<file path="src/rtl/local_mean_adaptive_threshold_top_assert.svh">
// ----------------------------------------------------------------------------
// local mean adaptive threshold assertion macros
// concurrent checks clocked on clk_i, with and without reset masking
// ----------------------------------------------------------------------------
`ifndef LOCAL_MEAN_ADAPTIVE_THRESHOLD_TOP_ASSERT_SVH
`define LOCAL_MEAN_ADAPTIVE_THRESHOLD_TOP_ASSERT_SVH

// check outside of reset
`define LMAT_ASSERT(lbl, prop, msg) \
  lbl: assert property (@(posedge clk_i) disable iff (!rst_ni) prop) else $error(msg);

// check that also holds while reset is active
`define LMAT_ASSERT_RST(lbl, prop, msg) \
  lbl: assert property (@(posedge clk_i) prop) else $error(msg);

`endif

</file>
<file path="src/rtl/lmat_pkg.sv">
// ----------------------------------------------------------------------------
// lmat_pkg
// shared types and constants of the local mean adaptive threshold block
// ----------------------------------------------------------------------------
`default_nettype none

package lmat_pkg;

  localparam int MaxWidthDef  = 2048;
  localparam int MaxWindowDef = 15;
  localparam int HeightLimit  = 2048;

  localparam int RowW  = 12;
  localparam int RegW  = 12;
  localparam int WinW  = 4;
  localparam int OffW  = 13;
  localparam int CfgW  = 13;
  localparam int HalfW = 4;
  localparam int SumW  = 16;
  localparam int CntW  = 8;
  localparam int PixW  = 8;

  localparam logic [1:0] CfgImageWidth  = 2'd0;
  localparam logic [1:0] CfgImageHeight = 2'd1;
  localparam logic [1:0] CfgWindowSize  = 2'd2;
  localparam logic [1:0] CfgOffsetC     = 2'd3;

  localparam logic [RegW-1:0] WidthRst  = 12'd640;
  localparam logic [RegW-1:0] HeightRst = 12'd480;
  localparam logic [WinW-1:0] WindowRst = 4'd3;

  typedef struct packed {
    logic [PixW-1:0] pixel_value;
    logic            drain;
  } in_t;

  typedef struct packed {
    logic is_white;
    logic last_of_frame;
  } out_t;

  typedef struct packed {
    logic            vld;
    logic [SumW-1:0] sum;
    logic [CntW-1:0] n;
    logic [PixW-1:0] pix;
  } dec_req_t;

endpackage

`default_nettype wire

</file>
<file path="src/rtl/lmat_decide.sv">
// ----------------------------------------------------------------------------
// lmat_decide
// two stage compare of pixel against rounded offset mean without division
// ----------------------------------------------------------------------------
`default_nettype none

module lmat_decide (
  input  wire logic                     clk_i,
  input  wire logic                     rst_ni,
  input  wire lmat_pkg::dec_req_t       req_i,
  input  wire logic signed [lmat_pkg::OffW-1:0] offset_i,
  output logic                          res_vld_o,
  output logic                          is_white_o
);
  import lmat_pkg::*;

  logic               v1_q;
  logic [16:0]        m1_q;
  logic signed [21:0] m2_q;
  logic [19:0]        s16_q;
  logic signed [22:0] lhs;
  logic signed [22:0] rhs;

  always_ff @(posedge clk_i or negedge rst_ni) begin
    if (!rst_ni) begin
      v1_q      <= 1'b0;
      res_vld_o <= 1'b0;
    end else begin
      v1_q      <= req_i.vld;
      res_vld_o <= v1_q;
    end
  end

  always_ff @(posedge clk_i) begin
    if (req_i.vld) begin
      m1_q  <= 17'(req_i.n) * 17'({req_i.pix, 1'b1});
      m2_q  <= 22'($signed({1'b0, req_i.n})) * 22'(offset_i);
      s16_q <= {req_i.sum, 4'b0};
    end
  end

  // white when 8n(2p+1) + n*k > 16*sum
  assign lhs = $signed({3'b0, m1_q, 3'b0}) + 23'(m2_q);
  assign rhs = $signed({3'b0, s16_q});

  always_ff @(posedge clk_i) begin
    if (v1_q) begin
      is_white_o <= (lhs > rhs);
    end
  end

endmodule

`default_nettype wire

</file>
<file path="config.mk">
export PLATFORM = sky130hd
export DESIGN_NAME = lmat_decide
export DESIGN_NICKNAME = d
export VERILOG_FILES = /design/src/rtl/local_mean_adaptive_threshold_top_assert.svh /design/src/rtl/lmat_pkg.sv /design/src/rtl/lmat_decide.sv
export SDC_FILE = /design/constraint.sdc
export NUM_CORES = 1
export LEC_CHECK = 0
export BUFFER_PORTS_ARGS = -buffer_cell sky130_fd_sc_hd__buf_2
export CAP_MARGIN = 0
export CORE_UTILIZATION = 58
export DETAILED_ROUTE_END_ITERATION = 12
export GPL_TIMING_DRIVEN = 0
export MAX_ROUTING_LAYER = met4
export PLACE_DENSITY = 0.79
export SETUP_SLACK_MARGIN = 0.02
export SLEW_MARGIN = 20
export SYNTH_ARGS = -nofsm -noshare
export SYNTH_HDL_FRONTEND = slang
export SYNTH_SLANG_ARGS = --single-unit
</file>
<file path="constraint.sdc">
create_clock -name clk_i -period 3.5 [get_ports clk_i]
set_input_delay 0.525 -clock clk_i [delete_from_list [all_inputs] [get_ports clk_i]]
set_output_delay 0.525 -clock clk_i [all_outputs]
set_load 0.02 [all_outputs]
</file>
==> qor.yml <==
synth:
  netlist-cell-type-count: 54
  sequential_cell_area_fraction_in_the_yosys_report: 0.190
  synth_area_per_cell_um2: 9.58
  yosys_warnings: 0
  mappedNetlistNets: 1240
  ys_async_sr_fraction: 0.0345
  count_of_flip_flops_with_a_built_in_enable_after_synthesis: 56
  number_of_synthesized_register_bits: 58
  synth-main-ff-cell: "sky130_fd_sc_hd__edfxtp_1"
  syn-cell-area_mm2: 0.00911
  synthCells: 951
timing:
  grt_setup_unrepaired: "yes"
  fin_worst_hold_slack_ps: 360
  achievable-frequency_mhz: 214
  share_of_the_cycle_needed_by_the_critical_path_after_routing: 1.34
  timing.max_slew.rel_slack: 0.564
  setup_violations: 25
  min_period_ps: 4680
  tightestPinTransition_ps: 654
  finalClockSkew_ps: 6.86
  count_of_final_max_slew_check_failures: 0
  layout_setup_ws_ps: -1180
  finalHoldViolations: 0
floorplanning:
  die_area_mm2: 0.0162
  vertical_die_dimension_um: 127
  floorplan.initialDensity: 0.597
  boundaryPins: 50
  fp.dieW_um: 127
  core_area_mm2: 0.0153
  placementRows: 45
routing:
  routed_via_density: 5.34
  detailedRoute.firstIterationViolations: 380
  ant_nets: 0
  first_pass_iters: 5
  vias: 6909
  detail_route.wirelength_um: 21300
  final_routed_wire_length_divided_by_cell_count_um: 16.4
  route.detailed.drc: 0
worst_setup_path:
  critPathMostFrequentCell: "sky130_fd_sc_hd__fa_1"
  crit_path_cell_trace: "buf_2 -> nand2_4 -> fa_1 -> inv_1 -> fa_1 -> fa_1 -> inv_2 -> fa_1 -> inv_2 -> ha_4 -> a21o_1 -> a21o_1 -> a22o_1 -> a21oi_2 -> a21oi_2 -> a211o_1 -> a2111oi_4 -> nor3b_1"
  path_buf_inv: 4
  start_kind: "input port"
  worst-path-max-fanout: 8
  required_ps: 3580
  crit_path_top_delay_cell: "sky130_fd_sc_hd__fa_1"
  biggest_cell_delay_along_the_critical_path_ps: 540
  critical_path_class: "input port to flip-flop"
  data_arrival_time_of_the_critical_path_ps: 4760
  crit_path_end_kind: "flip-flop"
  critical-path-top-delay-family: "adder cells"
grt:
  number_of_antenna_violations_at_the_first_check_in_global_routing: 1
  grt-ovfl-total: 0
  pin_count_of_the_biggest_net_entering_global_routing: 57
  grt_pass1_vias: 7310
  grt_usage: 0.284
  grt_first_pass_wirelength_um: 34300
final_layout:
  instances_no_fill: 1295
  multiInputGateArea_mm2: 0.00728
  postLayoutCoreUtil: 0.765
  final_layout_size_suffix_gt1_frac: 0.280
  fill_cells: 966
  ff_latch_area_mm2: 0.00173
  flow.area_growth_from_synthesis_pct: 28.2
  final_stage_net_count: 1367
placement:
  gp_congestion: 0.886
  placed_cells: 1211
  portBuffers: 49
  post-dp-hpwl_um: 14900
  post-place-ws_ps: -1790
clock_tree:
  cts.reportedPaths.clkPinSlew_ps: 50
  cts-buffers-inserted: 9
  cts-root-to-sink-buffers: 2
  tritoncts: "built"
  deepest_level_of_the_cts_h_tree: 3
  cts_sinks: 58
  cts_root_buf: "sky130_fd_sc_hd__clkbuf_16"
  clock_latency_ps: 340
pwr:
  power_total_uw: 10100
  p_leak_uw: 0.00572
  power.density_cell_area_mw_per_mm2: 868
  ir_drop_mv: 0.510
status:
  failed_checks: "setup timing"
  outcome: "finished, violations left"
run:
  drv.max_cap_violation_count: 0
worst_hold_path:
  class_of_the_worst_hold_path: "input port to flip-flop"
==> stage by stage <==
step           TNS, ps  cell area (um2)
3_5_place_dp    -28830            10200
6_report        -18080            11700
2_1_floorplan   -15230             9660
4_1_cts         -16540            11500
3_3_place_gp    -27590            10200
5_1_grt         -20420            11700
==> power by group <==
part	switching (uW)	internal (uW)
sequential	80.2	1210
combinational	4150	3860
clock	301	546
total	4530	5610
==> logic make-up after synthesis <==
kind of cell / count (synthesis) / synth area share
AOI/OAI and AO/OA: 111 / 0.0845
xor gates and xnor gates: 42 / 0.0404
adders and majority gates: 241 / 0.436
buffers and inverters: 239 / 0.0986
DFF: 58 / 0.190
and+or+nand+nor: 260 / 0.151
==> worst register-to-register path: stages, from the launching register on <==
cell                       delay (ps)
sky130_fd_sc_hd__edfxtp_1         420
sky130_fd_sc_hd__ha_4             190
sky130_fd_sc_hd__fa_2             370
sky130_fd_sc_hd__a211oi_4         280
sky130_fd_sc_hd__nor4_4            90
sky130_fd_sc_hd__o21ai_2          200
sky130_fd_sc_hd__a41oi_2          170
sky130_fd_sc_hd__o21ai_2          190
sky130_fd_sc_hd__a21oi_2          100
sky130_fd_sc_hd__a21oi_2          150
sky130_fd_sc_hd__ha_4             240
sky130_fd_sc_hd__and2_4           150
sky130_fd_sc_hd__a221oi_4         280
sky130_fd_sc_hd__a21o_1           160
sky130_fd_sc_hd__a31oi_2           70
sky130_fd_sc_hd__nor4b_2          290
sky130_fd_sc_hd__nand3b_1          90
sky130_fd_sc_hd__and3_1           150
==> final timing paths <==
check	from	to	slack, ps	cells past startpoint
worst max-delay path	offset_i[10]	m2_q[21]$_DFFE_PP_	-1180	18
worst min register to register	v1_q$_DFF_PN0_	res_vld_o$_DFF_PN0_	390	0
worst max register to register	m1_q[0]$_DFFE_PP_	is_white_o$_DFFE_PP_	-350	17
worst min-delay path	req_i[16]	s16_q[4]$_DFFE_PP_	360	1
min in group asynchronous	rst_ni	v1_q$_DFF_PN0_	500	2
max in group asynchronous	rst_ni	res_vld_o$_DFF_PN0_	2910	2
==> cell usage after synthesis (3+ instances only) <==
master	count	area, um2
sky130_fd_sc_hd__and3_1	4	25.0
sky130_fd_sc_hd__o21bai_1	5	37.5
sky130_fd_sc_hd__xnor2_1	34	298
sky130_fd_sc_hd__o21ai_0	17	85.1
sky130_fd_sc_hd__xor2_1	8	70.1
sky130_fd_sc_hd__and2_1	108	676
sky130_fd_sc_hd__or4_1	3	22.5
sky130_fd_sc_hd__nand2b_1	4	25.0
sky130_fd_sc_hd__nor2_1	25	93.8
sky130_fd_sc_hd__nand3_1	6	30.0
sky130_fd_sc_hd__nor2b_1	7	43.8
sky130_fd_sc_hd__a21o_1	22	165
sky130_fd_sc_hd__clkbuf_1	16	60.1
sky130_fd_sc_hd__ha_1	114	1430
sky130_fd_sc_hd__fa_1	127	2540
sky130_fd_sc_hd__nor3_1	8	40.0
sky130_fd_sc_hd__nand4_1	7	43.8
sky130_fd_sc_hd__inv_1	221	830
sky130_fd_sc_hd__a211oi_1	8	60.1
sky130_fd_sc_hd__o31ai_1	4	30.0
sky130_fd_sc_hd__a21oi_1	30	150
sky130_fd_sc_hd__edfxtp_1	56	1680
sky130_fd_sc_hd__nand2_1	77	289
==> sequential cells by signal, indices dropped and copies added (netlist names) <==
register    count
m1_q           17
is_white_o      1
m2_q           22
s16_q          16
v1_q            1
res_vld_o       1
==> cells in the final DEF (no fill, tap or decap), types with 9 or more instances in the layout <==
master,Yosys,layout
sky130_fd_sc_hd__xnor2_1,34,27
sky130_fd_sc_hd__edfxtp_1,56,56
sky130_fd_sc_hd__and2_1,108,92
sky130_fd_sc_hd__nand2_1,77,61
sky130_fd_sc_hd__fa_2,0,9
sky130_fd_sc_hd__and2_4,0,16
sky130_fd_sc_hd__a21o_1,22,22
sky130_fd_sc_hd__buf_6,0,11
sky130_fd_sc_hd__inv_1,221,199
sky130_fd_sc_hd__buf_4,0,52
sky130_fd_sc_hd__nor2_1,25,18
sky130_fd_sc_hd__buf_2,1,41
sky130_fd_sc_hd__ha_4,0,20
sky130_fd_sc_hd__inv_2,0,21
sky130_fd_sc_hd__nand2_4,0,9
sky130_fd_sc_hd__clkbuf_16,0,20
sky130_fd_sc_hd__ha_1,114,90
sky130_fd_sc_hd__a21oi_1,30,17
sky130_fd_sc_hd__a21oi_2,2,14
sky130_fd_sc_hd__fa_1,127,118
==> routing by layer <==
metal | share of wire | vias to the layer above | GRT usage
li1 | - | 3266 | -
met1 | 0.39 | 3394 | 0.318
met5 | 0 | - | -
met4 | 0.034 | 0 | 0.113
met3 | 0.061 | 48 | 0.0578
met2 | 0.51 | 201 | 0.498
==> final cells by class <==
cell class | instances | area share
Antenna cell | 1 | 0.000214
Inverter | 221 | 0.0715
Tap cell | 211 | 0.0226
Timing Repair Buffer | 116 | 0.0790
Multi-Input combinational cell | 654 | 0.623
Buffer | 18 | 0.0298
Clock inverter | 7 | 0.00600
Clock buffer | 9 | 0.0193
Sequential cell | 58 | 0.148
==> timing repair <==
item	in CTS	in global routing
gates resized for setup	115	37
setup buffers	57	12
endpoints found under the hold margin	2	0
hold buffers	1	0
cloned	2	0
pin swaps	77	38
endpoints found under the setup margin	25	26
(Power assumes the default switching activity.)
